### src/design/rutd_pkg.sv
// ----------------------------------------------------------------------------
// rutd_pkg
// Shared constants for the runs up and down test.
// ----------------------------------------------------------------------------
package rutd_pkg;

  localparam int SAMPLE_BITS_DEF = 32;
  localparam int COUNT_BITS_DEF  = 16;
  localparam int CRIT_BITS       = 10;
  localparam int CRIT_RESET      = 196;
  localparam int REJ_SCALE       = 10000;
  localparam int REJ_SCALE_BITS  = 14;
  localparam int Z_BITS          = 32;
  localparam int FRAC_SHIFT      = 32;
  localparam int ROOT_BITS       = 31;
  localparam int QUO_BITS        = 2 * ROOT_BITS;
  localparam int PRE_SHIFT       = QUO_BITS - FRAC_SHIFT;

endpackage

### src/design/rutd_root.sv
// ----------------------------------------------------------------------------
// rutd_root
// Restoring divide of (tt << 32) by q, capped, then bitwise integer square
// root of the quotient. One bit per cycle in each phase.
// ----------------------------------------------------------------------------
module rutd_root
  import rutd_pkg::*;
#(
  parameter int QW = 66,
  parameter int TW = 83
) (
  input  logic                 clk,
  input  logic                 rst,
  input  logic                 start,
  input  logic [TW-1:0]        tt,
  input  logic [QW-1:0]        q,
  output logic                 busy,
  output logic [ROOT_BITS-1:0] mag
);

  localparam int CW  = (TW > QW + PRE_SHIFT) ? TW : QW + PRE_SHIFT;
  localparam int NW  = $clog2(QUO_BITS + 1);
  localparam int SRW = ROOT_BITS + 3;

  localparam logic [1:0] PH_IDLE = 2'd0;
  localparam logic [1:0] PH_DIV  = 2'd1;
  localparam logic [1:0] PH_SQRT = 2'd2;

  logic [1:0]           phase;
  logic [NW-1:0]        cnt;
  logic [QW-1:0]        rem;
  logic [QUO_BITS-1:0]  dsr;
  logic [QUO_BITS-1:0]  quo;
  logic [QUO_BITS-1:0]  sx;
  logic [ROOT_BITS-1:0] root;
  logic [SRW-1:0]       srem;

  logic                 sat;
  logic [QW:0]          rem2;
  logic                 qbit;
  logic [QUO_BITS-1:0]  quo_next;
  logic [SRW-1:0]       srem2;
  logic [SRW-1:0]       trial;

  always_comb begin
    sat      = (CW'(tt) >= (CW'(q) << PRE_SHIFT));
    rem2     = {rem, dsr[QUO_BITS-1]};
    qbit     = (rem2 >= {1'b0, q});
    quo_next = {quo[QUO_BITS-2:0], qbit};
    srem2    = {srem[SRW-3:0], sx[QUO_BITS-1:QUO_BITS-2]};
    trial    = {1'b0, root, 2'b01};
  end

  always_ff @(posedge clk) begin
    if (rst) begin
      phase <= PH_IDLE;
      cnt   <= '0;
    end else begin
      case (phase)
        PH_IDLE: begin
          if (start) begin
            if (sat) begin
              phase <= PH_SQRT;
              cnt   <= NW'(ROOT_BITS);
            end else begin
              phase <= PH_DIV;
              cnt   <= NW'(QUO_BITS);
            end
          end
        end
        PH_DIV: begin
          cnt <= cnt - 1'b1;
          if (cnt == NW'(1)) begin
            phase <= PH_SQRT;
            cnt   <= NW'(ROOT_BITS);
          end
        end
        PH_SQRT: begin
          cnt <= cnt - 1'b1;
          if (cnt == NW'(1)) begin
            phase <= PH_IDLE;
          end
        end
        default: phase <= PH_IDLE;
      endcase
    end
  end

  always_ff @(posedge clk) begin
    case (phase)
      PH_IDLE: begin
        if (start) begin
          rem  <= QW'(tt >> PRE_SHIFT);
          dsr  <= {tt[PRE_SHIFT-1:0], FRAC_SHIFT'(0)};
          quo  <= '0;
          sx   <= '1;
          root <= '0;
          srem <= '0;
        end
      end
      PH_DIV: begin
        rem <= qbit ? QW'(rem2 - {1'b0, q}) : QW'(rem2);
        dsr <= dsr << 1;
        quo <= quo_next;
        if (cnt == NW'(1)) begin
          sx <= quo_next;
        end
      end
      PH_SQRT: begin
        sx <= sx << 2;
        if (srem2 >= trial) begin
          srem <= srem2 - trial;
          root <= {root[ROOT_BITS-2:0], 1'b1};
        end else begin
          srem <= srem2;
          root <= {root[ROOT_BITS-2:0], 1'b0};
        end
      end
      default: ;
    endcase
  end

  assign busy = (phase != PH_IDLE);
  assign mag  = root;

endmodule

### config.mk
export PLATFORM = sky130hd
export DESIGN_NAME = rutd_root
export DESIGN_NICKNAME = d
export VERILOG_FILES = /design/src/design/rutd_pkg.sv /design/src/design/rutd_root.sv
export SDC_FILE = /design/constraint.sdc
export NUM_CORES = 1
export LEC_CHECK = 0
export BUFFER_PORTS_ARGS = -buffer_cell sky130_fd_sc_hd__buf_2
export CORE_MARGIN = 2
export CORE_UTILIZATION = 42
export CTS_CLUSTER_SIZE = 28
export DETAILED_ROUTE_END_ITERATION = 8
export GPL_TIMING_DRIVEN = 0
export PLACE_DENSITY_LB_ADDON = 0.3
export RECOVER_POWER = 100
export SETUP_SLACK_MARGIN = 0.2
export SLEW_MARGIN = 20
export SYNTH_ARGS = -nofsm -noshare
export SYNTH_HDL_FRONTEND = slang
export SYNTH_SLANG_ARGS = --single-unit
### constraint.sdc
create_clock -name clk -period 15.2 [get_ports clk]
set_input_delay 1.52 -clock clk [delete_from_list [all_inputs] [get_ports clk]]
set_output_delay 1.52 -clock clk [all_outputs]
set_load 0.05 [all_outputs]
==> out/metrics.csv, run 1 <==
metric,value,unit
status,"complete, but fails checks",
violations,"capacitance limit, slew limit",
cp_slowest_cell,o21ai_0,
numPortBuffers,182,
pwr_density_cell,239,nW/um^2
comb_power_share,54.3,%
vias,16000,
synth_top_area_share,43.5,%
irDropWorstVdd,0.154,mV
clkSinkCount,290,
drc,0,
grt_pass1_wl,84400,um
holdWs,0.507,ns
die_area,48100,sq um
ioPinCount,184,
cts_made_buffers,34,
yosysMostFrequentCell,edfxtp_1,
rows,78,
yosys.area.top_type,edfxtp_1,
dieWidth,219,um
startpoint,phase[1]$_SDFFE_PP0P_,
endpoint,rem[21]$_DFFE_PP_,
syn_to_final_growth,14.1,%
post_cts.repair.setup_buffers,0,
max-cap-violations,4,
ys_types,78,
synth_fp_nets,2305,
grt_max_degree,26,
regToRegStartpoint,phase[1]$_SDFFE_PP0P_,
crit_top_cell,clkbuf_1,
path_class,flop to flop,
antenna_left,0,
drv_slew,63,
netlist_area,19500,sq um
clk_path_buf_depth,3,
dpl.hpwl,40100,um
syn_inst,1994,
period_minus_slack,6.83,ns
grt_pass1_vias,16200,
synthTopCellsByArea,"edfxtp_1 (44%), ha_1 (10%), a21oi_1 (3.9%)",
die_h,219,um
postCtsHoldBufs,0,
antenna_found_initial,1,
core_area,45600,sq um
nets,2536,
power.total,5.30,mW
path_buf_inv,7,
htree_num_levels,2,
placed_cells,2789,
layout-drive-gt1-share,11.4,%
wl_per_cell,18.4,um
yosysWarnings,0,
cp_max_fo,22,
pwr-share-clk,15.8,%
min_path_type,flop to flop,
clk_pin_slew,0.06,ns
seq_area_frac_synth,44.3,%
first_iter_violations,1186,
ys_seq_elements,290,
synth_edf_count,282,
internal_power,2.98,mW
rsz0062_at_grt,no,
grt-ovfl-total,0,
final-instance-count-excl-fill,2848,
finalCritPeriodShare,45.0,%
root_buffer,clkbuf_16,
clock_latency,0.54,ns
p_sw_share,43.8,%
hold_viol,0,
fin_skew,0.0124,ns
synth-async-reset-ratio,0,%
gp_congestion,0.923,
p_leak,9.15,nW
setup_viol,0,
totalWireLength,52400,um
post_cts_resized,0,
path_depth,9,
critPathRequiredTime,15.34,ns
start_util,42.7,%
worstSetupEndpointType,flop,
firstDrtPassIters,6,
slowest_delay,2.15,ns
grtUsageTotal,22.0,%
fillCellCount,4251,
ys.flop_type,edfxtp_1,
synth_common_cells,"edfxtp_1 (282), nand2_1 (188), nor2_1 (183), ha_1 (158), a21oi_1 (150)",
worstMarginPinSlew,2.76,ns
maxSlewHeadroom,-86.0,%
seq_power_share,29.9,%
antenna_cells,0,
cp_top_family,buffers and inverters,
p_sw,2.32,mW
avgSynthCellArea,9.76,sq um
fmax,146,MHz
hp-start,cnt[1]$_SDFFE_PP0P_,
path_cells,"inv_1, ha_1, inv_1, clkbuf_1, clkbuf_1, o21ai_0, clkbuf_1, clkbuf_1, clkbuf_1",
worst-r2r-cell-count,9,
worst_setup_path_start_kind,flop,
reg2reg_to,rem[21]$_DFFE_PP_,
cts_tree,yes,
routed_via_density,5.63,
arrival,6.97,ns
r2r_setup_slack,8.37,ns
==> cell usage in the layout (no fill, tap or decap), drive strengths merged, types with 6 or more instances in the layout <==
cell type / count
a21boi: 6
mux2i: 28
nor3: 25
and2: 68
o21a: 23
xnor2: 52
and3: 12
o21bai: 23
a21oi: 151
nand3: 31
or3: 6
nand4: 46
xor2: 29
o22ai: 6
nand2b: 12
o21ai: 72
o211ai: 6
a211oi: 18
clkinv: 15
mux2: 29
nor2: 183
a211o: 59
clkbuf: 166
ha: 158
or2: 8
nor4: 18
a31oi: 57
inv: 141
edfxtp: 282
buf: 164
a21o: 57
dfxtp: 8
nor3b: 6
nor2b: 17
nand2: 188
==> registers in the layout, indices dropped and copies added, names as in the netlist <==
register and flops:
rem 66, sx 62, quo 61, srem 32, mag 31, dsr 30
cnt 6, phase 2
==> worst min path at each step <==
stage	endpoint	slack, ns	depth (start not counted)
2_1_floorplan	cnt[1]$_SDFFE_PP0P_	0.48	2
3_3_place_gp	cnt[1]$_SDFFE_PP0P_	0.50	2
3_5_place_dp	cnt[1]$_SDFFE_PP0P_	0.50	2
4_1_cts	cnt[1]$_SDFFE_PP0P_	0.51	2
5_1_grt	sx[11]$_DFFE_PP_	0.55	1
6_report	cnt[1]$_SDFFE_PP0P_	0.51	2
==> layer usage <==
metal | share of wire (%) | vias up | routed length [um] | GRT usage (%)
li1 | - | 7796 | - | -
met1 | 47 | 7683 | 24500 | 30.8
met2 | 45 | 486 | 23400 | 35.1
met3 | 6.3 | 70 | 3300 | 3.49
met4 | 2.2 | 2 | 1160 | 6.15
met5 | 0.025 | - | 13 | 0
==> worst register-to-register path, cell delays in order, from the launching register on <==
cell	delay [ns]
dfxtp_1	0.34
inv_1	0.10
ha_1	0.29
inv_1	0.15
clkbuf_1	0.39
clkbuf_1	0.40
o21ai_0	2.15
clkbuf_1	0.74
clkbuf_1	0.78
clkbuf_1	1.06
==> through the flow <==
| stage | setup WS, ns | utilization (%) | cell area [sq um] | TNS, ns |
|---|---|---|---|---|
| floorplan | 2.23 | - | 19500 | 0 |
| global placement | -3.86 | 46.3 | 21100 | -605.09 |
| detailed placement | 9.49 | 47.1 | 21500 | 0 |
| CTS | 10.06 | 49.5 | 22600 | 0 |
| global route | 7.92 | 48.7 | 22200 | 0 |
| finish | 8.37 | 48.7 | 22200 | 0 |
==> power groups by stage <==
stage / logic (mW) / registers, mW / clock network [mW]
floorplan: 2.07 / 1.77 / 0
global route: 3.19 / 1.62 / 0.886
CTS: 2.99 / 1.57 / 0.860
global placement: 2.81 / 1.75 / 0
finish: 2.87 / 1.58 / 0.838
detailed placement: 2.97 / 1.58 / 0
==> area by class of cell <==
cell class,instances,area (sq um),share of cell area (%)
buffer,96,389,1.75
clock inverter,20,229,1.03
inverter,142,533,2.40
sequential,290,8630,38.9
multi-input combinational,1466,9860,44.4
tap,600,751,3.38
clock buffer,39,891,4.01
timing repair buffer,195,916,4.13
==> logic make-up after synthesis <==
| family | after synthesis | share of synthesized area [%] |
|---|---|---|
| mux | 57 | 3.12 |
| buf+inv | 238 | 4.91 |
| flops | 290 | 44.3 |
| xor+xnor | 81 | 3.65 |
| simple gates | 636 | 15.6 |
| fa+ha+maj | 159 | 10.3 |
| compound gates | 533 | 18.2 |
No activity file was read; power rests on OpenSTA's default activity.
==> run 2, diff against run 1 <==
--- a/config.mk
+++ b/config.mk
@@ -5,6 +5,7 @@
 export SDC_FILE = /design/constraint.sdc
 export NUM_CORES = 1
 export LEC_CHECK = 0
+export ABC_AREA = 1
 export BUFFER_PORTS_ARGS = -buffer_cell sky130_fd_sc_hd__buf_2
 export CORE_MARGIN = 2
 export CORE_UTILIZATION = 42
==> constraint.sdc (replaced) <==
create_clock -name clk -period 5.67 [get_ports clk]
set_input_delay 0.567 -clock clk [delete_from_list [all_inputs] [get_ports clk]]
set_output_delay 0.567 -clock clk [all_outputs]
set_load 0.05 [all_outputs]
==> run 2 against run 1 <==
- the run still ends with capacitance limit, slew limit left
- critical path depth is 1 higher
- worst setup slack worse by 7.4 ns
- clock skew is 0.017 ns higher
- global-route usage is 3.1 points higher
- die area is 14% higher
- clock power grew to 2.6 times the previous value
- final area is 14% higher
- synthesized cell count is 58% higher
- largest power group unchanged
- sequential cell count stayed put
- routed wire length is 32% higher
==> out/metrics.csv, run 2 <==
metric,value,unit,change
clock_latency,0.57,ns,+0.03 ns
violations,"capacitance limit, slew limit",,
p_sw_share,49.5,%,+5.7 points
comb_power_share,59.5,%,+5.2 points
fin_ws,0.994,ns,-7.37 ns
ioPinCount,184,,unchanged
vias,20800,,+30%
core_area,52600,sq um,+15%
rsz0062_at_grt,no,,
totalWireLength,69000,um,+32%
syn_to_final_growth,13.6,%,
post_cts_resized,0,,unchanged
grt_pass1_wl,107000,um,+27%
worstSetupEndpointType,flop,,
setup_viol,0,,unchanged
clk_pin_slew,0.06,ns,about the same
seq_power_share,26.9,%,-3.0 points
ys_types,43,,-45%
seq_area_frac_synth,38.6,%,-5.7 points
ys_seq_elements,290,,unchanged
fmax,214,MHz,+46%
final_common_cell,nand2_1,,
seq_area,8630,sq um,unchanged
cts_made_buffers,34,,unchanged
yosysWarnings,0,,unchanged
grtUsageTotal,25.1,%,+3.1 points
yosysMostFrequentCell,nand2_1,,
worstMarginPinSlew,1.97,ns,-0.795 ns
wl_per_cell,16.9,um,-8.4%
irDropWorstVdd,0.228,mV,+48%
p_sw,8.03,mW,+250%
avgSynthCellArea,7.09,sq um,-27%
place_ws,1.72,ns,-7.77 ns
numPortBuffers,183,,+0.55%
cts_tree,yes,,
postCtsHoldBufs,0,,unchanged
worst_setup_path_start_kind,flop,,
dieWidth,235,um,+7.0%
cp_max_fo,23,,+4.5%
firstDrtPassIters,6,,unchanged
yosys.area.top_type,edfxtp_1,,
die_area,55000,sq um,+14%
synth_fp_nets,3458,,+50%
pwr_density_cell,640,nW/um^2,+170%
routed_via_density,5.09,,-9.6%
grt_max_degree,25,,-3.8%
final-instance-count-excl-fill,4093,,+44%
synth_common_cells,"nand2_1 (1050), inv_1 (535), nor2_1 (309), edfxtp_1 (282), nand3_1 (212)",,
multi_input_area,11300,sq um,+14%
period_minus_slack,4.68,ns,-2.16 ns
grt_pass1_vias,19400,,+20%
synth_top_area_share,37.9,%,-5.6 points
internal_power,8.21,mW,+180%
fillCellCount,5495,,+29%
min_path_type,input pin to flop,,
first_iter_violations,1890,,+59%
arrival,4.92,ns,-2.05 ns
max-cap-violations,3,,-1
critPathRequiredTime,5.92,ns,-9.42 ns
p_leak,12.6,nW,+38%
gp_congestion,1.01,,+9.1%
start_util,42.5,%,-0.21 points
layout-drive-gt1-share,7.32,%,-4.1 points
syn_inst,3147,,+58%
nets,3689,,+45%
top_register,rem,,
netlist_area,22300,sq um,+15%
synth-async-reset-ratio,0,%,unchanged
drc,0,,unchanged
htree_num_levels,2,,unchanged
pwr-share-clk,13.6,%,-2.2 points
mostFrequentLayoutCells,"nand2_1 (1054), inv_1 (537), nor2_1 (310), edfxtp_1 (282), nand3_1 (212)",,
grt-ovfl-total,0,,unchanged
maxSlewHeadroom,-31.5,%,+54 points
clk_path_buf_depth,3,,unchanged
antenna_left,0,,unchanged
dpl.hpwl,55600,um,+39%
placed_cells,4030,,+44%
synth_edf_count,282,,unchanged
drv_slew,52,,-17%
clkSinkCount,290,,unchanged
path_class,flop to flop,,
fin_skew,0.0298,ns,+0.0174 ns
synthTopCellsByArea,"edfxtp_1 (38%), nand2_1 (18%), inv_1 (9.0%)",,
root_buffer,clkbuf_16,,
ys.flop_type,edfxtp_1,,
rows,84,,+7.7%
finalCritPeriodShare,82.5,%,+38 points
largest_register_ffs,66,,unchanged
top_regs,"rem: 66 flops, sx: 62 flops, quo: 61 flops",,
die_h,235,um,+7.0%
post_cts.repair.setup_buffers,0,,unchanged
antenna_found_initial,10,,+9
status,"complete, but fails checks",,
hold_viol,0,,unchanged
==> run 2: cell count changes after synthesis, sizes merged, moves of 28 or more <==
| cell | delta |
|---|---|
| nor2 | +137 |
| a211o | -59 |
| nand3b | +56 |
| and2 | -64 |
| mux2i | -28 |
| a31oi | -55 |
| nand2 | +872 |
| mux2 | -29 |
| inv | +402 |
| o21ai | +54 |
| a21o | -51 |
| nand3 | +182 |
==> run 2: worst paths after layout <==
kind,start,to,slack (ns),cells after the start
worst max-delay path,phase[1]$_SDFFE_PP0P_,quo[39]$_SDFFCE_PN0P_,0.99,10
worst max register to register,phase[1]$_SDFFE_PP0P_,quo[39]$_SDFFCE_PN0P_,0.99,10
worst min-delay path,rst,phase[1]$_SDFFE_PP0P_,0.25,2
worst min register to register,cnt[0]$_SDFFE_PP0P_,cnt[0]$_SDFFE_PP0P_,0.49,2
==> run 2: routing by layer <==
metal	GRT usage, %	part of all wire (%)	up-vias
met5	0	0.10	-
li1	-	-	10500
met3	3.63	7.4	108
met4	6.74	2.4	12
met2	38.4	42	676
met1	36.8	48	9510
==> run 2: logic make-up (layout without fill, tap and decap cells) <==
| kind of cell | count (synthesis) | count (layout) | share of synthesized area [%] |
|---|---|---|---|
| AND/OR/NAND/NOR | 1708 | 1708 | 31.9 |
| buffers and inverters | 612 | 867 | 10.6 |
| AO/OA/AOI/OAI | 328 | 328 | 7.94 |
| flip-flops | 290 | 290 | 38.6 |
| adder cells (fa/ha/maj) | 159 | 159 | 8.94 |
| XOR/XNOR | 50 | 50 | 1.96 |
| other | 0 | 3 | 0 |
==> run 2: layout make-up <==
class / instances / area share, %
plain buffers: 70 / 1.20
clock buffers: 44 / 3.63
well taps: 688 / 3.39
flip-flops and latches: 290 / 34.0
inverters: 542 / 8.02
diodes: 3 / 0.0296
multi-input cells: 2245 / 44.5
repair buffers: 195 / 4.54
clock inverters: 16 / 0.656
==> run 2: power groups by stage <==
stage	sequential [mW]	combinational (mW)	clock (mW)
2_1_floorplan	4.72	6.46	0
3_3_place_gp	4.51	9.34	0
3_5_place_dp	4.37	9.71	0
4_1_cts	4.35	9.76	2.26
5_1_grt	4.49	10.8	2.33
6_report	4.36	9.67	2.21
==> run 2: worst max-delay path, cell delays in order, from the launching register on <==
cell and delay (ns):
dfxtp_1 0.34, inv_1 0.08, ha_1 0.30, clkbuf_1 0.70
inv_1 0.66, clkbuf_1 0.50, a21oi_1 0.91, buf_16 0.25
buf_16 0.18, buf_16 0.17, buf_16 0.18
==> run 2: metrics by stage <==
step           hold WS (ns)  setup TNS [ns]  util [%]  total power, mW  instance area, sq um
2_1_floorplan         0.457               0         -             11.2                 22300
3_3_place_gp          0.476         -256.97      45.9             13.9                 24100
3_5_place_dp          0.484               0      46.5             14.1                 24500
4_1_cts               0.219               0      48.6             16.4                 25500
5_1_grt               0.245               0      48.3             17.6                 25400
6_report              0.249               0      48.3             16.2                 25400
